===== config.mk =====
export PLATFORM = sky130hd
export DESIGN_NAME = mtg_queue
export DESIGN_NICKNAME = d
export VERILOG_FILES = /design/src/rtl/core/mtg_pkg.sv /design/src/rtl/core/mtg_queue.sv
export SDC_FILE = /design/constraint.sdc
export NUM_CORES = 1
export LEC_CHECK = 0
export ABC_AREA = 1
export ABC_CLOCK_PERIOD_IN_PS = 23700
export BUFFER_PORTS_ARGS = -buffer_cell sky130_fd_sc_hd__buf_2
export CORE_MARGIN = 1.5
export CORE_UTILIZATION = 40
export CTS_BUF_LIST = sky130_fd_sc_hd__clkbuf_4 sky130_fd_sc_hd__clkbuf_8
export DETAILED_ROUTE_END_ITERATION = 10
export SYNTH_ARGS = -nofsm -noshare
export SYNTH_HDL_FRONTEND = slang
export SYNTH_SLANG_ARGS = --single-unit

===== constraint.sdc =====
create_clock -name aclk -period 23.7 [get_ports aclk]
set_input_delay 0 -clock aclk [delete_from_list [all_inputs] [get_ports aclk]]
set_output_delay 0 -clock aclk [all_outputs]
set_load 0.01 [all_outputs]

===== src/rtl/core/mtg_pkg.sv =====
package mtg_pkg;

    localparam int MaxVerts = 1024;
    localparam int IdxW     = 10;
    localparam int CntW     = 11;

    localparam logic [1:0] OP_ADD_VERTEX = 2'd0;
    localparam logic [1:0] OP_ADD_TRI    = 2'd1;
    localparam logic [1:0] OP_READ       = 2'd2;
    localparam logic [1:0] OP_CLEAR      = 2'd3;

    localparam logic [2:0] ST_OK         = 3'd0;
    localparam logic [2:0] ST_DEGENERATE = 3'd1;
    localparam logic [2:0] ST_RANGE      = 3'd2;
    localparam logic [2:0] ST_FULL       = 3'd3;
    localparam logic [2:0] ST_ZERO       = 3'd4;

    typedef struct packed {
        logic [1:0]         operation;
        logic signed [15:0] pos_x;
        logic signed [15:0] pos_y;
        logic signed [15:0] pos_z;
        logic signed [15:0] tex_u;
        logic signed [15:0] tex_v;
        logic signed [15:0] nrm_x;
        logic signed [15:0] nrm_y;
        logic signed [15:0] nrm_z;
        logic [9:0]         idx0;
        logic [9:0]         idx1;
        logic [9:0]         idx2;
    } mtg_in_t;

    typedef struct packed {
        logic signed [15:0] tan_x;
        logic signed [15:0] tan_y;
        logic signed [15:0] tan_z;
        logic [2:0]         status;
    } mtg_out_t;

    // Command passed from the front end to the back end, with the vertex
    // data so that the stores are written in command order.
    typedef struct packed {
        logic [1:0]         op;
        logic [2:0]         status;
        logic [IdxW-1:0]    ia;
        logic [IdxW-1:0]    ib;
        logic [IdxW-1:0]    ic;
        logic [47:0]        pos;
        logic [31:0]        tex;
        logic [47:0]        nrm;
    } mtg_cmd_t;

endpackage


===== src/rtl/core/mtg_queue.sv =====
module mtg_queue (
    input  logic              aclk,
    input  logic              aresetn,
    input  logic              i_valid,
    output logic              i_ready,
    input  mtg_pkg::mtg_cmd_t i_cmd,
    output logic              o_valid,
    input  logic              o_ready,
    output mtg_pkg::mtg_cmd_t o_cmd
);
    import mtg_pkg::*;

    mtg_cmd_t   mem_reg [2];
    logic [1:0] wp_reg, rp_reg;
    logic [1:0] cnt;

    assign cnt     = wp_reg - rp_reg;
    assign i_ready = (cnt != 2'd2);
    assign o_valid = (cnt != 2'd0);
    assign o_cmd   = mem_reg[rp_reg[0]];

    // Two-entry command queue.
    always_ff @(posedge aclk) begin
        if (!aresetn) begin
            wp_reg <= '0;
            rp_reg <= '0;
        end else begin
            if (i_valid && i_ready) wp_reg <= wp_reg + 1'b1;
            if (o_valid && o_ready) rp_reg <= rp_reg + 1'b1;
        end
    end

    always_ff @(posedge aclk) begin
        if (i_valid && i_ready) mem_reg[wp_reg[0]] <= i_cmd;
    end

`ifndef SYNTH
    a_no_over: assert property (@(posedge aclk) disable iff (!aresetn)
        cnt <= 2'd2) else $error("queue overflow");
    a_empty_keep: assert property (@(posedge aclk) disable iff (!aresetn)
        (cnt == 2'd0 && !i_valid) |=> cnt == 2'd0) else $error("queue invented entry");
    a_full_keep: assert property (@(posedge aclk) disable iff (!aresetn)
        (cnt == 2'd2 && !o_ready) |=> cnt == 2'd2) else $error("queue lost entry");
`endif
endmodule


==> results of run 1 <==
## cell type report
type                       instances  area, um^2
clock inverter                    20        81.3
multi-input combinational        195        2230
timing repair buffer             504        3380
tap                              390         488
sequential                       331        9890
clock buffer                      76         915
inverter                           7        31.3
fill                            2361       12900
## cell families after synthesis
| group | after synthesis |
|---|---|
| buffers and inverters | 25 |
| multiplexers | 163 |
| AND/OR/NAND/NOR | 28 |
| AO/OA/AOI/OAI | 4 |
| flip-flops | 331 |
## routing by layer
metal | global-route usage (%) | up-vias
li1 | - | 3264
met1 | 19.7 | 3318
met4 | 4.55 | 0
met5 | 0 | -
met3 | 5.12 | 46
met2 | 25.1 | 287
## power groups by stage
stage               logic [uW]  clock network (uW)  registers, uW
global placement           186                   0            720
finish                     207                 456            709
global route               224                 496            713
floorplan                  118                   0            721
CTS                        210                 472            710
detailed placement         187                   0            722
## per-stage QoR
stage	power, uW	cell area, um^2
after detailed placement	909	14300
after global placement	906	14300
after global routing	1430	17000
final	1370	17000
after floorplan	839	12300
after CTS	1390	17000
## worst max-delay path by stage
stage | start | to | slack, ns | cells after the start
2_1_floorplan | wp_reg[1] | mem_reg[0][0] | 15.48 | 6
5_1_grt | register | o_cmd[152] | 19.61 | 4
3_5_place_dp | register | o_cmd[154] | 20.38 | 4
3_3_place_gp | register | o_cmd[160] | 20.38 | 4
6_report | register | o_cmd[154] | 19.87 | 4
4_1_cts | register | o_cmd[154] | 19.75 | 4
## Yosys cell counts
cell type and number:
sky130_fd_sc_hd__nor2_1 6, sky130_fd_sc_hd__mux2_2 93, sky130_fd_sc_hd__nand3_1 2, sky130_fd_sc_hd__dfxtp_1 5
sky130_fd_sc_hd__buf_6 9, sky130_fd_sc_hd__edfxtp_1 326, sky130_fd_sc_hd__inv_1 7, sky130_fd_sc_hd__a21oi_1 4
sky130_fd_sc_hd__buf_2 9, sky130_fd_sc_hd__mux2_4 70, sky130_fd_sc_hd__nand2_1 20
## critical path, delay by kind of cell (launching register included)
kind / cells / cell delay, ns
buffers and inverters: 3 / 1.75
muxes: 1 / 0.42
DFF: 1 / 0.97
## what timing repair did
action | CTS | global route
endpoints found under the hold margin | 331 | 0
resized for setup | 0 | 0
hold buffers | 168 | 0
==> insert_results.sql, run 1 <==
INSERT INTO impl_metrics (metric_group, metric, value, unit) VALUES
('cts', 'clkTransAtPathRegs', '0.06', 'ns'),
('timing', 'timing.clock.skew', '0.0152', 'ns'),
('cts', 'insertion_delay', '0.56', 'ns'),
('die', 'std_cell_rows', '63', ''),
('cts', 'cts_inserted_buffers', '54', ''),
('cts', 'cts_post_setup_buffers_inserted', '0', ''),
('worst_setup_path', 'critPathRequiredTime', '23.70', 'ns'),
('worst_setup_path', 'reg2reg_setup_slack', '20.56', 'ns'),
('detailed_routing', 'm1WireLength', '11.0', 'mm'),
('finish', 'postLayoutCoreUtil', '56.8', '%'),
('pwr', 'seq_power_share', '51.7', '%'),
('finish', 'final_cell_mix', 'sky130_fd_sc_hd__buf_2, sky130_fd_sc_hd__edfxtp_1, sky130_fd_sc_hd__dlygate4sd3_1', ''),
('timing', 'slew_violations', '0', ''),
('global_routing', 'grt_overflow_total', '0', ''),
('detailed_routing', 'detail_route.vias_per_cell', '4.54', ''),
('timing', 'clock.fmax', '261', 'MHz'),
('worst_setup_path', 'worstSetupPathType', 'reg2out', ''),
('pwr', 'power.static_leakage', '0.00660', 'uW'),
('worst_setup_path', 'path_cells', 'buf_4 > buf_4 > mux2_2 > buf_2', ''),
('worst_setup_path', 'critical_path.max_fanout', '67', ''),
('detailed_routing', 'detailed_route_via_count', '6915', ''),
('placed_design', 'dp_cells', '1259', ''),
('die', 'ioPinCount', '332', ''),
('detailed_routing', 'totalWireLength', '25.7', 'mm'),
('synth', 'dominant_combinational_cell_family_by_area_after_synthesis', 'multiplexers', ''),
('cts', 'cts_root_buf', 'sky130_fd_sc_hd__clkbuf_8', ''),
('die', 'floorplan.initialDensity', '41.0', '%'),
('hold_path', 'hold_depth', '2', ''),
('hold_path', 'hold_path_startpoint', 'i_cmd[75]', ''),
('global_routing', 'grt_first_pass_wirelength', '37.7', 'mm'),
('synth', 'synth_compound_area_share', '0.163', '%'),
('finish', 'post_layout_nonfiller_instances', '1523', ''),
('synth', 'yosys.cell_types.count', '11', ''),
('pwr', 'power_frac_comb', '15.1', '%'),
('pwr', 'pwr_density_cell', '80.6', 'mW/mm^2'),
('timing', 'min_period', '3.83', 'ns'),
('finish', 'nNetsFinal', '1260', ''),
('worst_setup_path', 'r2r_start', 'wp_reg[0]', ''),
('finish', 'mostFrequentLayoutCell', 'sky130_fd_sc_hd__buf_2', ''),
('die', 'die-width', '178', 'um'),
('placed_design', 'placement.setup.worst_slack', '20.38', 'ns'),
('cts', 'ctsHtreeMaxLevel', '2', ''),
('worst_setup_path', 'cpMostUsedCell', 'sky130_fd_sc_hd__buf_4', ''),
('worst_setup_path', 'cp_slowest_cell', 'sky130_fd_sc_hd__dfxtp_4', ''),
('global_routing', 'first_global_vias', '7118', ''),
('worst_setup_path', 'cp-end-kind', 'primary output', ''),
('worst_setup_path', 'cp.arrival', '3.83', 'ns'),
('global_routing', 'initial_antenna_violation_count', '1', ''),
('synth', 'synth-seq-area-share', '80.5', '%'),
('timing', 'slew_headroom', '29.5', '%'),
('die', 'core_area', '0.0300', 'mm^2'),
('detailed_routing', 'antenna_violating_nets_post_route', '0', ''),
('timing', 'timing_worst_slew_pin_value', '1.06', 'ns'),
('hold_path', 'min_path_type', 'in2reg', ''),
('die', 'die-area', '0.0318', 'mm^2'),
('worst_setup_path', 'regToRegEndpoint', 'mem_reg[0][158]', ''),
('placed_design', 'port_buffers', '331', ''),
('pwr', 'power.share.clock', '33.2', '%'),
('finish', 'largest_reg_flops', '326', ''),
('detailed_routing', 'detailedRoute.firstIterationViolations', '303', ''),
('timing', 'finalHoldViolations', '0', ''),
('synth', 'synth_fa_ha_area_share', '0', '%'),
('global_routing', 'global_route_usage_over_all_layers', '15.4', '%'),
('worst_setup_path', 'critical-path-max-stage-delay', '0.97', 'ns'),
('synth', 'synthXorXnorAreaFrac', '0', '%'),
('die', 'die-height', '178', 'um'),
('cts', 'clockBufferDepth', '3', ''),
('hold_path', 'timing.hold.worst_endpoint', 'mem_reg[1][75]', ''),
('detailed_routing', 'top_routing_layer_used', 'met4', ''),
('pwr', 'p_int', '1050', 'uW'),
('outcome', 'run_status', 'finished clean', '');
Note: power is estimated with default switching activity, not from simulation.
==> run 2: changes to the inputs <==
--- a/config.mk
+++ b/config.mk
@@ -5,13 +5,14 @@
 export SDC_FILE = /design/constraint.sdc
 export NUM_CORES = 1
 export LEC_CHECK = 0
-export ABC_AREA = 1
-export ABC_CLOCK_PERIOD_IN_PS = 23700
+export ABC_AREA = 0
+export ABC_CLOCK_PERIOD_IN_PS = 3400
 export BUFFER_PORTS_ARGS = -buffer_cell sky130_fd_sc_hd__buf_2
 export CORE_MARGIN = 1.5
 export CORE_UTILIZATION = 40
 export CTS_BUF_LIST = sky130_fd_sc_hd__clkbuf_4 sky130_fd_sc_hd__clkbuf_8
 export DETAILED_ROUTE_END_ITERATION = 10
+export PLACE_DENSITY = 0.66
 export SYNTH_ARGS = -nofsm -noshare
 export SYNTH_HDL_FRONTEND = slang
 export SYNTH_SLANG_ARGS = --single-unit
==> constraint.sdc (replaced) <==
create_clock -name aclk -period 3.4 [get_ports aclk]
set_input_delay 0 -clock aclk [delete_from_list [all_inputs] [get_ports aclk]]
set_output_delay 0 -clock aclk [all_outputs]
set_load 0.01 [all_outputs]
==> insert_results.sql, run 2 <==
INSERT INTO impl_metrics (metric_group, metric, value, unit) VALUES
('placed_design', 'finalWeightedCongestion', '0.744', ''),
('detailed_routing', 'drcViolationCount', '0', ''),
('detailed_routing', 'totalWireLength', '25.1', 'mm'),
('cts', 'clockBufferDepth', '3', ''),
('detailed_routing', 'drt_pre_antenna_iters', '4', ''),
('detailed_routing', 'antenna_violating_nets_post_route', '0', ''),
('timing', 'finalSetupTns', '0', 'ns'),
('synth', 'synth.cells.most_frequent', 'sky130_fd_sc_hd__edfxtp_1, sky130_fd_sc_hd__mux2_2, sky130_fd_sc_hd__buf_2, sky130_fd_sc_hd__buf_4, sky130_fd_sc_hd__nand2_1', ''),
('cts', 'cts_root_buf', 'sky130_fd_sc_hd__clkbuf_8', ''),
('worst_setup_path', 'worstSetupPathType', 'reg2out', ''),
('synth', 'synth.cell_area', '0.0120', 'mm^2'),
('worst_setup_path', 'cpLargestDelayFamily', 'buffers and inverters', ''),
('pwr', 'pwr_density_cell', '559', 'mW/mm^2'),
('placed_design', 'hpwlAfterDp', '14.8', 'mm'),
('worst_setup_path', 'critPathBufInv', '2', ''),
('timing', 'slew_headroom', '31.8', '%'),
('die', 'ioPinCount', '332', ''),
('synth', 'post-synth-top-area-cell', 'sky130_fd_sc_hd__edfxtp_1', ''),
('die', 'std_cell_rows', '63', ''),
('finish', 'multiInputGateArea', '0.00201', 'mm^2'),
('cts', 'cts_post_setup_buffers_inserted', '0', ''),
('synth', 'synth-edff-count', '326', ''),
('synth', 'synth_most_common_cell', 'sky130_fd_sc_hd__edfxtp_1', ''),
('timing', 'layout_worst_path_cycle_share', '67.4', '%'),
('outcome', 'run_status', 'finished clean', ''),
('placed_design', 'dp_cells', '1254', ''),
('detailed_routing', 'top_routing_layer_used', 'met4', ''),
('timing', 'slew_violations', '0', ''),
('worst_setup_path', 'critical-path-max-stage-delay', '0.57', 'ns'),
('die', 'die-width', '176', 'um'),
('timing', 'finalHoldViolations', '0', ''),
('synth', 'dominantRegCellSynth', 'sky130_fd_sc_hd__edfxtp_1', ''),
('pwr', 'irDropWorstVdd', '0.000346', 'V'),
('cts', 'tritoncts_clock_tree', 'built', ''),
('global_routing', 'global_route_usage_over_all_layers', '15.7', '%'),
('cts', 'ctsHtreeMaxLevel', '2', ''),
('die', 'die-height', '176', 'um'),
('placed_design', 'port_buffers', '331', ''),
('finish', 'insertedDiodeCount', '0', ''),
('finish', 'mostFrequentLayoutCell', 'sky130_fd_sc_hd__buf_2', ''),
('synth', 'postSynthAreaPerCell', '22.3', 'um^2'),
('global_routing', 'grt_max_degree', '164', ''),
('worst_setup_path', 'path_cells', 'buf_12 > mux2_2 > buf_2', ''),
('worst_setup_path', 'critical_path.max_fanout', '163', ''),
('detailed_routing', 'detailed_route_via_count', '6958', ''),
('cts', 'clock_sinks', '331', ''),
('timing', 'timing.clock.skew', '0.0134', 'ns'),
('finish', 'largest_reg_flops', '326', ''),
('global_routing', 'grt_first_pass_wirelength', '38.2', 'mm'),
('worst_setup_path', 'cp-end-kind', 'primary output', ''),
('finish', 'area_growth', '41.3', '%'),
('worst_setup_path', 'critPathRequiredTime', '3.40', 'ns'),
('timing', 'rsz0062_at_grt', 'false', ''),
('finish', 'final_cell_mix', 'sky130_fd_sc_hd__buf_2, sky130_fd_sc_hd__edfxtp_1, sky130_fd_sc_hd__dlygate4sd3_1', ''),
('detailed_routing', 'm1WireLength', '9.69', 'mm'),
('placed_design', 'post_dp_cell_area', '0.0142', 'mm^2'),
('synth', 'synthArstFlopShare', '0', '%'),
('die', 'core_area', '0.0296', 'mm^2'),
('global_routing', 'initial_antenna_violation_count', '0', ''),
('timing', 'clock.fmax', '436', 'MHz'),
('detailed_routing', 'detailedRoute.firstIterationViolations', '413', ''),
('cts', 'clkTransAtPathRegs', '0.06', 'ns'),
('worst_setup_path', 'cp_slowest_cell', 'sky130_fd_sc_hd__buf_12', ''),
('die', 'die-area', '0.0311', 'mm^2'),
('finish', 'sequential_cell_area', '0.00990', 'mm^2'),
('global_routing', 'first_global_vias', '7370', ''),
('die', 'floorplan.initialDensity', '40.6', '%'),
('synth', 'synth_warnings', '0', ''),
('detailed_routing', 'detail_route.vias_per_cell', '4.59', ''),
('finish', 'post_layout_nonfiller_instances', '1517', ''),
('synth', 'yosys-top-cells-area', 'sky130_fd_sc_hd__edfxtp_1, sky130_fd_sc_hd__mux2_2, sky130_fd_sc_hd__dfxtp_1', ''),
('finish', 'fillCellCount', '2269', ''),
('finish', 'postLayoutCellArea', '0.0170', 'mm^2'),
('synth', 'synth-seq-area-share', '82.4', '%'),
('worst_setup_path', 'cp-start-kind', 'register', ''),
('cts', 'post_cts.resized_instances', '0', ''),
('finish', 'fraction_of_layout_cells_with_a_size_suffix_above_1', '52.8', '%'),
('cts', 'cts_inserted_buffers', '52', ''),
('worst_setup_path', 'cp.arrival', '2.29', 'ns'),
('timing', 'timing_worst_slew_pin_value', '1.02', 'ns'),
('hold_path', 'min_path_type', 'in2reg', ''),
('synth', 'yosys.cell_types.count', '21', ''),
('synth', 'synth-seq-cells', '331', ''),
('detailed_routing', 'dr_wl_met3', '2.01', 'mm'),
('detailed_routing', 'drt-wirelength-per-cell', '16.6', 'um'),
('cts', 'insertion_delay', '0.55', 'ns'),
('job', 'max-cap-violations', '0', ''),
('pwr', 'power.static_leakage', '0.00640', 'uW'),
('timing', 'min_period', '2.29', 'ns'),
('global_routing', 'grt_overflow_total', '0', ''),
('synth', 'synth_top_area_share', '81.5', '%'),
('timing', 'report.final.setup_viol', '0', ''),
('synth', 'syn-num-nets', '706', ''),
('finish', 'nNetsFinal', '1253', ''),
('synth', 'synth_cells', '539', ''),
('detailed_routing', 'wl_met2', '12.9', 'mm');
-- run 2: routing by layer --
layer	GRT usage (%)	vias up
met5	0	-
met4	5.02	0
met3	5.38	51
met2	28.0	260
met1	17.7	3382
li1	-	3265
-- run 2: where the power goes --
group | internal (uW) | switching, uW
registers | 4830 | 64.7
logic | 621 | 632
clock network | 1900 | 1440
total | 7350 | 2140
-- run 2: final timing paths --
kind	from	endpoint	slack [ns]	cells past startpoint
worst min register to register	wp_reg[1]	rp_reg[1]	0.55	2
worst max register to register	rp_reg[0]	mem_reg[0][26]	1.31	4
worst min-delay path	i_cmd[46]	mem_reg[1][46]	0.16	2
worst max-delay path	register	o_cmd[127]	1.11	3
-- run 2: per-stage QoR --
step | worst slack (ns) | hold WS (ns) | power [uW] | utilization (%)
after floorplan | -0.284 | 0.0989 | 5590 | -
after global placement | 1.31 | 0.187 | 6060 | 48.1
after detailed placement | 1.27 | 0.191 | 6080 | 48.1
after CTS | 1.12 | 0.115 | 9610 | 57.4
after global routing | 1.02 | 0.121 | 9900 | 57.4
final | 1.11 | 0.163 | 9490 | 57.4
-- run 2: cell families (layout without fill, tap and decap cells) --
family	count (synthesis)	in the layout	synth area share, %
flip-flops	331	331	82.4
multiplexers	165	165	15.5
buffers and inverters	20	608	1.02
AND/OR/NAND/NOR	12	12	0.459
AO/OA/AOI/OAI	8	8	0.427
XOR/XNOR	3	3	0.281
-- run 2: timing repair --
| item | in CTS | in global routing |
|---|---|---|
| endpoints found under the setup margin | 0 | 0 |
| hold buffers | 168 | 0 |
| endpoints found under the hold margin | 331 | 0 |
-- run 2: final cells by class --
class	count	area share [%]
Timing Repair Buffer	512	20.7
Tap cell	390	2.88
Clock buffer	74	5.23
Multi-Input combinational cell	188	11.9
Sequential cell	331	58.3
Clock inverter	21	0.996
Inverter	1	0.0221
-- run 2: worst reg2reg max path: stages (launching register included) --
cell and delay, ns:
sky130_fd_sc_hd__dfxtp_1 0.48, sky130_fd_sc_hd__inv_1 0.13, sky130_fd_sc_hd__nand2_1 0.11, sky130_fd_sc_hd__and3b_4 0.65, sky130_fd_sc_hd__buf_4 0.39
