--- src/rtl/core/mtg_pkg.sv ---
package mtg_pkg;

    localparam int MaxVerts = 1024;
    localparam int IdxW     = 10;
    localparam int CntW     = 11;

    localparam logic [1:0] OP_ADD_VERTEX = 2'd0;
    localparam logic [1:0] OP_ADD_TRI    = 2'd1;
    localparam logic [1:0] OP_READ       = 2'd2;
    localparam logic [1:0] OP_CLEAR      = 2'd3;

    localparam logic [2:0] ST_OK         = 3'd0;
    localparam logic [2:0] ST_DEGENERATE = 3'd1;
    localparam logic [2:0] ST_RANGE      = 3'd2;
    localparam logic [2:0] ST_FULL       = 3'd3;
    localparam logic [2:0] ST_ZERO       = 3'd4;

    typedef struct packed {
        logic [1:0]         operation;
        logic signed [15:0] pos_x;
        logic signed [15:0] pos_y;
        logic signed [15:0] pos_z;
        logic signed [15:0] tex_u;
        logic signed [15:0] tex_v;
        logic signed [15:0] nrm_x;
        logic signed [15:0] nrm_y;
        logic signed [15:0] nrm_z;
        logic [9:0]         idx0;
        logic [9:0]         idx1;
        logic [9:0]         idx2;
    } mtg_in_t;

    typedef struct packed {
        logic signed [15:0] tan_x;
        logic signed [15:0] tan_y;
        logic signed [15:0] tan_z;
        logic [2:0]         status;
    } mtg_out_t;

    // Command passed from the front end to the back end, with the vertex
    // data so that the stores are written in command order.
    typedef struct packed {
        logic [1:0]         op;
        logic [2:0]         status;
        logic [IdxW-1:0]    ia;
        logic [IdxW-1:0]    ib;
        logic [IdxW-1:0]    ic;
        logic [47:0]        pos;
        logic [31:0]        tex;
        logic [47:0]        nrm;
    } mtg_cmd_t;

endpackage

--- src/rtl/core/mtg_front.sv ---
module mtg_front (
    input  logic             aclk,
    input  logic             aresetn,
    input  logic             s_valid,
    output logic             s_ready,
    input  mtg_pkg::mtg_in_t s_data,
    output logic             q_valid,
    input  logic             q_ready,
    output mtg_pkg::mtg_cmd_t q_cmd
);
    import mtg_pkg::*;

    logic [CntW-1:0] count_reg, count_next;
    logic            acc;
    logic            in_rng;
    logic            full;

    assign s_ready = q_ready;
    assign acc     = s_valid && s_ready;
    assign full    = (count_reg >= CntW'(MaxVerts));
    assign in_rng  = ({1'b0, s_data.idx0} < count_reg)
                  && ({1'b0, s_data.idx1} < count_reg)
                  && ({1'b0, s_data.idx2} < count_reg);

    // Classify the incoming word and build the back-end command.
    always_comb begin
        q_cmd.op     = s_data.operation;
        q_cmd.ia     = s_data.idx0;
        q_cmd.ib     = s_data.idx1;
        q_cmd.ic     = s_data.idx2;
        q_cmd.pos    = {s_data.pos_x, s_data.pos_y, s_data.pos_z};
        q_cmd.tex    = {s_data.tex_u, s_data.tex_v};
        q_cmd.nrm    = {s_data.nrm_x, s_data.nrm_y, s_data.nrm_z};
        q_cmd.status = ST_OK;
        count_next   = count_reg;
        case (s_data.operation)
            OP_ADD_VERTEX: begin
                if (full) begin
                    q_cmd.status = ST_FULL;
                end else begin
                    q_cmd.ia    = count_reg[IdxW-1:0];
                    count_next  = count_reg + 1'b1;
                end
            end
            OP_ADD_TRI: if (!in_rng) q_cmd.status = ST_RANGE;
            OP_READ: if ({1'b0, s_data.idx0} >= count_reg) q_cmd.status = ST_RANGE;
            default: count_next = '0;
        endcase
    end

    assign q_valid = s_valid;

    always_ff @(posedge aclk) begin
        if (!aresetn) begin
            count_reg <= '0;
        end else if (acc) begin
            count_reg <= count_next;
        end
    end

`ifndef SYNTH
    a_count_bound: assert property (@(posedge aclk) disable iff (!aresetn)
        count_reg <= CntW'(MaxVerts)) else $error("vertex count overflow");
    a_full_flag: assert property (@(posedge aclk) disable iff (!aresetn)
        (acc && s_data.operation == OP_ADD_VERTEX && full) |-> q_cmd.status == ST_FULL)
        else $error("full store not flagged");
    a_clear: assert property (@(posedge aclk) disable iff (!aresetn)
        (acc && s_data.operation == OP_CLEAR) |=> count_reg == '0)
        else $error("clear missed");
`endif
endmodule

--- config.mk ---
export PLATFORM = sky130hd
export DESIGN_NAME = mtg_front
export DESIGN_NICKNAME = d
export VERILOG_FILES = /design/src/rtl/core/mtg_pkg.sv /design/src/rtl/core/mtg_front.sv
export SDC_FILE = /design/constraint.sdc
export NUM_CORES = 1
export LEC_CHECK = 0
export BUFFER_PORTS_ARGS = -buffer_cell sky130_fd_sc_hd__buf_2
export CORE_AREA = 2 2 129 131
export CTS_BUF_LIST = sky130_fd_sc_hd__clkbuf_16
export DETAILED_ROUTE_END_ITERATION = 16
export DIE_AREA = 0 0 131 133
export SLEW_MARGIN = 20
export SYNTH_ARGS = -nofsm -noshare
export SYNTH_HDL_FRONTEND = slang
export SYNTH_SLANG_ARGS = --single-unit
--- constraint.sdc ---
create_clock -name aclk -period 2.46 [get_ports aclk]
set_input_delay 0 -clock aclk [delete_from_list [all_inputs] [get_ports aclk]]
set_output_delay 0 -clock aclk [all_outputs]
set_load 0.03 [all_outputs]
==> key figures, run 1 <==
Status
  – Status: complete, no violations

Worst hold path
  – Hold_sp: s_data[73]
  – Hold Path Depth: 0
  – Hold WC Path Type: in2out
  – Hold EP: q_cmd[43]

Yosys
  – Yosys top cell area share: a little under half
  – Ys flop type: dfxtp_1
  – Cell taking the most area after synthesis: buf_4
  – Ys Warns: 0
  – Post-synth EDFFs: 0
  – Synth Register Bits: 11
  – Syn Std Cell Area: 2461 sq um
  – Mapped Avg Cell Area: a little under 8 sq um
  – Top cells by area, synth: buf_4, ha_1, dfxtp_1
  – Part of the Yosys area used for sequential elements: 8.948%
  – Count leader, synth: buf_4
  – Synth cell types: 34
  – Post-Syn Instances: around 320
  – Post-synth top cells: buf_4, ha_1, o21ai_0, nand2_1, nor2_1
  – Net Count, Synth: 517
  – Fraction of registers with async set/reset: 0%

Clock tree
  – Worst-Skew Late Latency: 240 ps
  – CTS tree: built
  – Clock tree buffer depth: 2
  – CTS root buf: clkbuf_16
  – Clock sinks: 11
  – CTS Buf Count: 3
  – Worst-path clk slew: about 40 ps
  – Post-CTS Setup Bufs: 0
  – H-tree Lvls: 1

Global routing
  – Pin count of the biggest net entering global routing: 21
  – First-pass GRT wire length: 9804 um
  – Vias in the first global route: 1636
  – GRT Overall Usage: a little under 8%
  – Initial antenna violation count: 1
  – Grt ovf: 0

Placement
  – Placed inst area: 1954 sq um
  – DP HPWL: between 6000 and 7000 um
  – Number of port buffers: 71
  – Final weighted congestion in routability-driven placement: 0.7887

STA
  – Final Skew: 1.824 ps
  – Achievable frequency: 435.1 MHz
  – Worst-Margin Slew: 642.0 ps
  – Final Max Tran Viols: 0
  – Final Hold Viols: 0
  – Final min period: about 2300 ps
  – Hold WS: 0.009729 ps
  – Setup_tns: 0 ps
  – Setup violators final: 0
  – Final period util: 93.43%
  – Worst slew margin: 57.20%
  – RSZ-0062 raised after global routing: false

Floorplan
  – Row cnt: 47
  – DIE WIDTH: about 130 um
  – Die H: 133 um
  – I/O pin count: approximately 330
  – Die area: 17420 sq um
  – Initial Util: between 10% and 20%
  – Core area: 16170 sq um

Finish
  – Design area: 2037 sq um
  – Share of layout cells above drive strength 1: 34.85%
  – Synth-to-Final Area Change: -17.23%
  – Ant. Diodes: 0
  – Max reg flops: 11
  – Layout Nets: between 400 and 500

Detailed routing
  – DR DRC count: 0
  – DRT Pass-1 Iters: 4
  – Drt first-iter violations: 38
  – Routed Antenna Nets: 0
  – DR vias: 1607
  – Routed WL: between 7000 and 8000 um
  – Drt wl/cell: 15.54 um
  – Number of vias per cell: 3.486

Pwr
  – Pleak: 0.8885 nW
  – Maximum vdd ir drop: 0.1587 mV
  – Cell area power density: 355.1 nW/um^2
  – Power Total: 0.7232 mW

Worst setup path
  – Crit Path Max Fanout: 3
  – Worst setup SP type: flip-flop
  – Worst Path Arrival: between 2000 and 2500 ps
  – Worst r2r path cells: 6
  – FF-to-FF Start: count_reg[3]
  – R2R setup slack: 820 ps
  – RR Endpoint: count_reg[8]
  – Setup CP Type: reg2out
  – Crit path required time: between 2000 and 2500 ps
  – Crit. End Element: output port

Run
  – Max capacitance violation total: 0
[metrics by stage]
step	instances	setup slack, ps	util (%)
4_1_cts	461	19.48	12.57
5_1_grt	461	8.726	12.60
3_5_place_dp	457	272.1	12.09
3_3_place_gp	457	286.2	12.09
6_report	461	161.7	12.60
2_1_floorplan	319	482.8	-
[worst max-delay path by stage]
| stage | from | depth (start not counted) | end | slack, ps |
|---|---|---|---|---|
| after global placement | count_reg[1] | 9 | q_cmd[159] | 290 |
| after floorplan | count_reg[2] | 8 | q_cmd[159] | 480 |
| final | count_reg[2] | 9 | q_cmd[159] | 160 |
| after detailed placement | count_reg[1] | 9 | q_cmd[159] | 270 |
| after CTS | count_reg[1] | 9 | q_cmd[159] | 20 |
| after global routing | count_reg[2] | 9 | q_cmd[159] | 9 |
[critical path, stage by stage (launching register included)]
cell	delay, ps
dfxtp_1	350
inv_1	70
ha_1	310
and3b_1	180
a211oi_2	190
o221ai_2	160
or3b_1	380
a31oi_1	140
o22ai_1	100
clkbuf_4	180
[report_power, final]
part | leakage [nW] | total (mW) | switching, mW | internal, mW
registers | 0.0892 | 0.182 | 0.00152 | 0.180
logic | 0.757 | 0.246 | 0.160 | 0.0855
clock network | 0.0423 | 0.295 | 0.0819 | 0.214
total | 0.888 | 0.723 | 0.244 | 0.479
[area by class of cell]
class / count / area, sq um
clock buffers: 3 / 75.07
clock inverters: 1 / 3.754
fillers: 1869 / 14130
inverters: 14 / 52.55
multi-input cells: 138 / 1028
flip-flops and latches: 11 / 221.5
well taps: 220 / 275.3
repair buffers: 74 / 380.4
[layer usage]
| layer | GRT usage, % | wire [um] | vias up |
|---|---|---|---|
| met3 | 5.985 | 1187 | 64 |
| li1 | - | - | 747 |
| met2 | 11.66 | 3046 | 138 |
| met1 | 6.735 | 2206 | 656 |
| met5 | 0 | 13 | - |
| met4 | 7.447 | 710 | 2 |
[repair_timing]
item	4_1_cts	5_1_grt
gates resized for setup	0	4
setup endpoints to repair	0	1
hold buffers	0	0
[cells by family after synthesis]
family / count (synthesis) / synth area share, %
multiplexers: 1 / 0.4067
XOR/XNOR: 9 / 3.203
buffers and inverters: 170 / 49.26
flip-flops: 11 / 8.948
AO/OA/AOI/OAI: 39 / 9.913
adder cells (fa/ha/maj): 34 / 17.29
other: 1 / 0.1524
AND/OR/NAND/NOR: 54 / 10.83
[layout by cell type, fill, tap and decap left out, types with 2 or more instances in the layout]
cell and count:
buf_2 70, ha_1 34, o21ai_0 16, nand2_1 15, nor2_1 15, inv_1 13, dfxtp_1 10, a21oi_1 9
xnor2_1 9, nand4_1 7, nor3_1 4, a211oi_1 3, nand3_1 3, clkbuf_16 3, buf_4 3, inv_2 2
nand2b_1 2, a21o_1 2, a31oi_1 2
No activity file was read; power rests on OpenSTA's default activity.
==> inputs of run 2 (changes only) <==
--- a/config.mk
+++ b/config.mk
@@ -6,10 +6,14 @@
 export NUM_CORES = 1
 export LEC_CHECK = 0
 export BUFFER_PORTS_ARGS = -buffer_cell sky130_fd_sc_hd__buf_2
-export CORE_AREA = 2 2 129 131
+export CELL_PAD_IN_SITES_DETAIL_PLACEMENT = 2
+export CELL_PAD_IN_SITES_GLOBAL_PLACEMENT = 2
+export CORE_MARGIN = 2
+export CORE_UTILIZATION = 14
 export CTS_BUF_LIST = sky130_fd_sc_hd__clkbuf_16
 export DETAILED_ROUTE_END_ITERATION = 16
-export DIE_AREA = 0 0 131 133
+export GPL_ROUTABILITY_DRIVEN = 0
+export PLACE_DENSITY_LB_ADDON = 0.1
 export SLEW_MARGIN = 20
 export SYNTH_ARGS = -nofsm -noshare
 export SYNTH_HDL_FRONTEND = slang
==> run 2 against run 1 <==
Against the previous run: via count fell by 0.44%; total power rose by 1.3%; hold slack barely moved; sequential share of layout area fell by 0.29 points; critical path type unchanged; largest power group unchanged; highest routed layer is now met4.
==> key figures, run 2 (synthesized netlist as in run 1, its figures left out) <==
Detailed routing
  – Highest metal used: met4
  – Routed Antenna Nets: 0 (unchanged)
  – Routed WL: 6338 um (-12%)
  – Met2 routed WL: 3071 um (+0.82%)
  – DRT Pass-1 Iters: 3 (-1)
  – Wire length on met1: 2783 um (+26%)
  – WL met3: 398 um (-66%)
  – DR DRC count: 0 (unchanged)
  – Number of vias per cell: 3.412 (-2.1%)
  – Drt first-iter violations: 33 (-13%)
  – DR vias: 1600 (-0.44%)
  – Drt wl/cell: 13.51 um (-13%)

STA
  – Hold WS: 0.01017 ps (+0.0004405 ps)
  – RSZ-0062 raised after global routing: false
  – Final Hold Viols: 0 (unchanged)
  – Worst slew margin: 58.33% (+1.1 points)
  – Achievable frequency: 438.9 MHz (+0.86%)
  – Final period util: 92.62% (-0.80 points)
  – Worst-Margin Slew: 625.1 ps (-16.87 ps)
  – Final min period: 2279 ps (-19.69 ps)
  – Setup violators final: 0 (unchanged)
  – Final setup margin: 181.4 ps (+19.69 ps)
  – Final Max Tran Viols: 0 (unchanged)
  – Setup_tns: 0 ps (unchanged)
  – Final Skew: 3.784 ps (+1.960 ps)

Global routing
  – Vias in the first global route: 1750 (+7.0%)
  – Grt ovf: 0 (unchanged)
  – GRT Overall Usage: 6.693% (-1.2 points)
  – Initial antenna violation count: 0 (-1)
  – First-pass GRT wire length: 9673 um (-1.3%)
  – Pin count of the biggest net entering global routing: 16 (-24%)

Clock tree
  – Clock sinks: 11 (unchanged)
  – H-tree Lvls: 1 (unchanged)
  – CTS Buf Count: 3 (unchanged)
  – Clock tree buffer depth: 2 (unchanged)
  – CTS root buf: clkbuf_16
  – Worst-path clk slew: 50 ps (about the same)
  – CTS tree: built
  – Post-CTS Setup Bufs: 0 (unchanged)
  – Worst-Skew Late Latency: 240 ps (about the same)
  – Hold_buf cts: 0 (unchanged)

Run
  – Max capacitance violation total: 0 (unchanged)

Pwr
  – Cell area power density: 350.2 nW/um^2 (-1.4%)
  – Maximum vdd ir drop: 0.1552 mV (-2.2%)
  – Power Total: 0.7330 mW (+1.3%)
  – Seq pwr share: 24.8% (-0.3 points)
  – Clock Power Share: 40.5% (-0.3 points)
  – Switch Pwr: 0.2491 mW (+2.2%)
  – Pint: 0.4839 mW (+0.94%)
  – Pleak: 0.9080 nW (+2.2%)
  – Switching Share: 33.98% (+0.27 points)
  – Logic gate share of total power: 34.7% (+0.7 points)

Finish
  – Max reg flops: 11 (unchanged)
  – Ant. Diodes: 0 (unchanged)
  – Post-layout util: 12.14% (-0.45 points)
  – Layout Nets: 443 (+0.68%)
  – Most frequent cells in the layout: buf_2, ha_1, o21ai_0
  – Area of the multi-input gates: 1056 sq um (+2.7%)
  – Design area: 2093 sq um (+2.8%)
  – Share of layout cells above drive strength 1: 37.30% (+2.4 points)
  – Non-Filler Instances: 469 (+1.7%)
  – # fillers: 2018 (+8.0%)
  – Synth-to-Final Area Change: -14.95%
  – Seq. cell area: 221.5 sq um (unchanged)
  – Commonest non-fill, non-tap cell in the layout: buf_2

Worst setup path
  – Worst path max stage delay: 390 ps (about the same)
  – Crit path required time: 2460 ps (about the same)
  – CP max stage cell: or3b_4
  – Crit Path Max Fanout: 6 (+3)
  – Setup CP Type: reg2out
  – CP Cell Sequence: inv_2, ha_4, and3b_1, a211oi_2, o221ai_2, or3b_4, a31oi_1, o22ai_1, buf_4
  – Worst setup SP type: flip-flop
  – Crit. End Element: output port
  – Worst Path Arrival: 2280 ps (-20 ps)
  – R2R setup slack: 790 ps (-30 ps)

Floorplan
  – Row cnt: 48 (+2.1%)
  – Die area: 18660 sq um (+7.1%)
  – Die H: 136.6 um (+2.7%)
  – I/O pin count: 329 (unchanged)
  – Core area: 17240 sq um (+6.6%)
  – DIE WIDTH: 136.6 um (+4.3%)
  – Initial Util: 14.28% (-0.94 points)

Placement
  – Post-Place Worst Slack: 194.5 ps (-77.63 ps)
  – Cell Count Post-Placement: 465 (+1.8%)
  – DP HPWL: 5506 um (-12%)
  – Number of port buffers: 71 (unchanged)
  – Placed inst area: 1983 sq um (+1.5%)

Worst hold path
  – Hold WC Path Type: in2out

Status
  – Status: complete, no violations
[run 2: cell types whose count changed in the layout (fill, tap and decap cells not counted), sizes merged]
cell / change
buf: +4
clkbuf: -1
[run 2: what timing repair did]
action                     in CTS  in global routing
pin swaps                       1                  5
setup endpoints to repair       1                  1
cloned                          0                  0
gates resized for setup         1                  8
[run 2: area by class of cell]
cell class,count,area share [%]
Clock buffer,3,3.586
Tap cell,225,13.45
Clock inverter,1,0.1793
Multi-Input combinational cell,138,50.45
Inverter,14,2.510
Timing Repair Buffer,77,19.25
Sequential cell,11,10.58
[run 2: metal layers]
metal  track usage (%)  up-vias
met2             11.56       62
li1                  -      750
met4             2.604        0
met5                 0        -
met3             1.185       22
met1             8.216      766
[run 2: path summary, 6_finish.rpt]
kind | depth (start not counted) | endpoint | from
worst max-delay path | 9 | q_cmd[159] | count_reg[1]
worst min-delay path | 0 | q_cmd[68] | s_data[98]
worst max register to register | 6 | count_reg[8] | count_reg[3]
worst min register to register | 2 | count_reg[10] | count_reg[9]
[run 2: critical path, delay by kind of cell, from the launching register on]
family,cells,cell delay (ps)
DFF,1,330
AOI/OAI and AO/OA,4,640
adders and majority gates,1,210
and+or+nand+nor,2,570
buffers and inverters,2,290
[run 2: power by group through the flow]
stage                     Sequential (mW)  Clock [mW]  Combinational (mW)
after floorplan                     0.185           0               0.569
after global placement              0.185           0               0.258
after detailed placement            0.185           0               0.257
after CTS                           0.182       0.307               0.258
after global routing                0.182       0.314               0.287
final                               0.182       0.297               0.254
==> inputs of run 3 (changes only) <==
--- a/config.mk
+++ b/config.mk
@@ -14,7 +14,7 @@
 export DETAILED_ROUTE_END_ITERATION = 16
 export GPL_ROUTABILITY_DRIVEN = 0
 export PLACE_DENSITY_LB_ADDON = 0.1
-export SLEW_MARGIN = 20
+export REMOVE_ABC_BUFFERS = 1
 export SYNTH_ARGS = -nofsm -noshare
 export SYNTH_HDL_FRONTEND = slang
 export SYNTH_SLANG_ARGS = --single-unit
==> run 3 against run 2 <==
Against the previous run: first-iteration DRC count rose to 3.0 times the previous value; sequential power about the same; clock power grew 4%; non-clock buffer count grew 1; sequential share of layout area is 0.053 points lower; routed wire length rose to 4.2 times the previous value; final cell count grew 0.43%; critical path type unchanged; largest cell class unchanged; highest routed layer unchanged.
==> key figures, run 3 (synthesized netlist as in run 1, its figures left out) <==
Status
  – Status: complete, no violations

Worst setup path
  – Worst r2r path cells: 6 (unchanged)
  – Worst path max stage delay: 390 ps (about the same)
  – Family with the most delay on the worst path: compound AO/OA/AOI/OAI gates
  – Crit. End Element: output port
  – WP buf/inv: 2 (unchanged)
  – Crit path required time: 2460 ps (about the same)
  – Worst Path Arrival: 2300 ps (+20 ps)
  – WP depth: 9 (unchanged)
  – Setup CP Type: reg2out
  – Crit Path Max Fanout: 6 (unchanged)
  – CP Cell Sequence: inv_4, ha_1, and3b_1, a211oi_2, o221ai_2, or3b_1, a31oi_2, o22ai_2, buf_6
  – Worst setup SP type: flip-flop
  – CP max stage cell: or3b_1

STA
  – Hold WS: 0.1570 ps (+0.1469 ps)
  – Achievable frequency: 433.9 MHz (-1.1%)
  – Final Skew: 0.5713 ps (-3.213 ps)
  – Final Max Tran Viols: 0 (unchanged)
  – Setup_tns: 0 ps (unchanged)
  – Final min period: 2305 ps (+26.15 ps)
  – RSZ-0062 raised after global routing: false
  – Final setup margin: 155.3 ps (-26.15 ps)
  – Worst-Margin Slew: 611.1 ps (-13.98 ps)
  – Worst slew margin: 59.26% (+0.93 points)
  – Final period util: 93.69% (+1.1 points)
  – Setup violators final: 0 (unchanged)
  – Final Hold Viols: 0 (unchanged)

Detailed routing
  – Drt wl/cell: 56.61 um (+320%)
  – Routed Antenna Nets: 0 (unchanged)
  – DRT Pass-1 Iters: 4 (+1)
  – DR DRC count: 0 (unchanged)
  – Routed WL: 26660 um (+320%)
  – Number of vias per cell: 4.102 (+20%)
  – DR vias: 1932 (+21%)
  – Drt first-iter violations: 99 (+200%)

Finish
  – Synth-to-Final Area Change: -14.03%
  – Max reg flops: 11 (unchanged)
  – Post-layout util: 12.28% (+0.13 points)
  – Layout Nets: 444 (+0.23%)
  – Share of layout cells above drive strength 1: 38.37% (+1.1 points)
  – Non-Filler Instances: 471 (+0.43%)
  – Commonest non-fill, non-tap cell in the layout: buf_2
  – # fillers: 2014 (-0.20%)
  – Most frequent cells in the layout: buf_2, ha_1, o21ai_0

Global routing
  – Met3 Resource Use GR: 36.78% (+36 points)
  – First-pass GRT wire length: 30180 um (+210%)
  – GRT Overall Usage: 27.69% (+21 points)
  – Grt ovf: 0 (unchanged)
  – Initial antenna violation count: 1 (+1)
  – Busiest grt layer: met2
  – M1 GR Usage: 10.20% (+2.0 points)
  – Vias in the first global route: 1924 (+9.9%)
  – Routing usage on met2: 54.47% (+43 points)
  – Pin count of the biggest net entering global routing: 16 (unchanged)

Floorplan
  – Die H: 136.6 um (unchanged)
  – Core area: 17240 sq um (unchanged)
  – Initial Util: 14.28% (unchanged)
  – I/O pin count: 329 (unchanged)
  – Die area: 18660 sq um (unchanged)
  – Row cnt: 48 (unchanged)
  – DIE WIDTH: 136.6 um (unchanged)

Clock tree
  – Hold_buf cts: 0 (unchanged)
  – H-tree Lvls: 1 (unchanged)
  – Clock sinks: 11 (unchanged)
  – CTS root buf: clkbuf_16
  – Worst-path clk slew: 50 ps (about the same)
  – CTS Buf Count: 3 (unchanged)
  – CTS tree: built
  – Worst-Skew Late Latency: 250 ps (about the same)
  – Clock tree buffer depth: 2 (unchanged)

Pwr
  – Maximum vdd ir drop: 0.1292 mV (-17%)
  – Cell area power density: 359.4 nW/um^2 (+2.6%)
  – Pleak: 0.9173 nW (+1.0%)

Placement
  – Number of port buffers: 71 (unchanged)
  – DP HPWL: 25620 um (+370%)
  – Cell Count Post-Placement: 464 (-0.22%)
  – Post-Place Worst Slack: 177.4 ps (-17.07 ps)

Worst hold path
  – Hold Path Depth: 0 (unchanged)
  – Hold WC Path Type: in2out

Run
  – Max capacitance violation total: 0 (unchanged)
-- run 3: cell count changes in the layout (fill, tap and decap cells not counted), sizes merged --
cell / before / now
buf: 77 / 78
diode: 0 / 1
-- run 3: path summary, 6_finish.rpt --
path / start / endpoint / slack [ps]
worst max-delay path: count_reg[1] / q_cmd[159] / 160
worst min-delay path: s_data[140] / q_cmd[110] / 0.2
worst max register to register: count_reg[3] / count_reg[8] / 800
worst min register to register: count_reg[9] / count_reg[10] / 530
-- run 3: timing repair --
item | CTS | global route
endpoints found under the setup margin | 1 | 1
gates resized for setup | 2 | 11
pin swaps | 1 | 6
setup buffers | 0 | 2
cloned | 0 | 0
-- run 3: power breakdown --
| part | switching (mW) | leakage, nW | internal [mW] |
|---|---|---|---|
| combinational | 0.175 | 0.785 | 0.0934 |
| clock | 0.0949 | 0.0423 | 0.215 |
| sequential | 0.00200 | 0.0897 | 0.180 |
-- run 3: routing by layer --
| layer | up-vias | part of all wire [%] |
|---|---|---|
| met1 | 850 | 14 |
| met2 | 307 | 55 |
| met3 | 23 | 28 |
| li1 | 752 | - |
| met4 | 0 | 3.2 |
| met5 | - | 0 |
-- run 3: through the flow --
step                power (mW)  instance area [sq um]
floorplan               0.2882                   1301
global placement        0.4491                   1976
detailed placement      0.4484                   1976
CTS                     0.7648                   2054
global route            0.7965                   2113
finish                  0.7604                   2116
-- run 3: final cells by class --
| cell class | instances | area, sq um | area share [%] |
|---|---|---|---|
| Clock inverter | 1 | 3.754 | 0.1774 |
| Clock buffer | 3 | 75.07 | 3.548 |
| Tap cell | 225 | 281.5 | 13.31 |
| Sequential cell | 11 | 222.7 | 10.53 |
| Antenna cell | 1 | 2.502 | 0.1183 |
| Inverter | 14 | 55.05 | 2.602 |
| Multi-Input combinational cell | 138 | 1061 | 50.15 |
| Timing Repair Buffer | 78 | 414.1 | 19.57 |
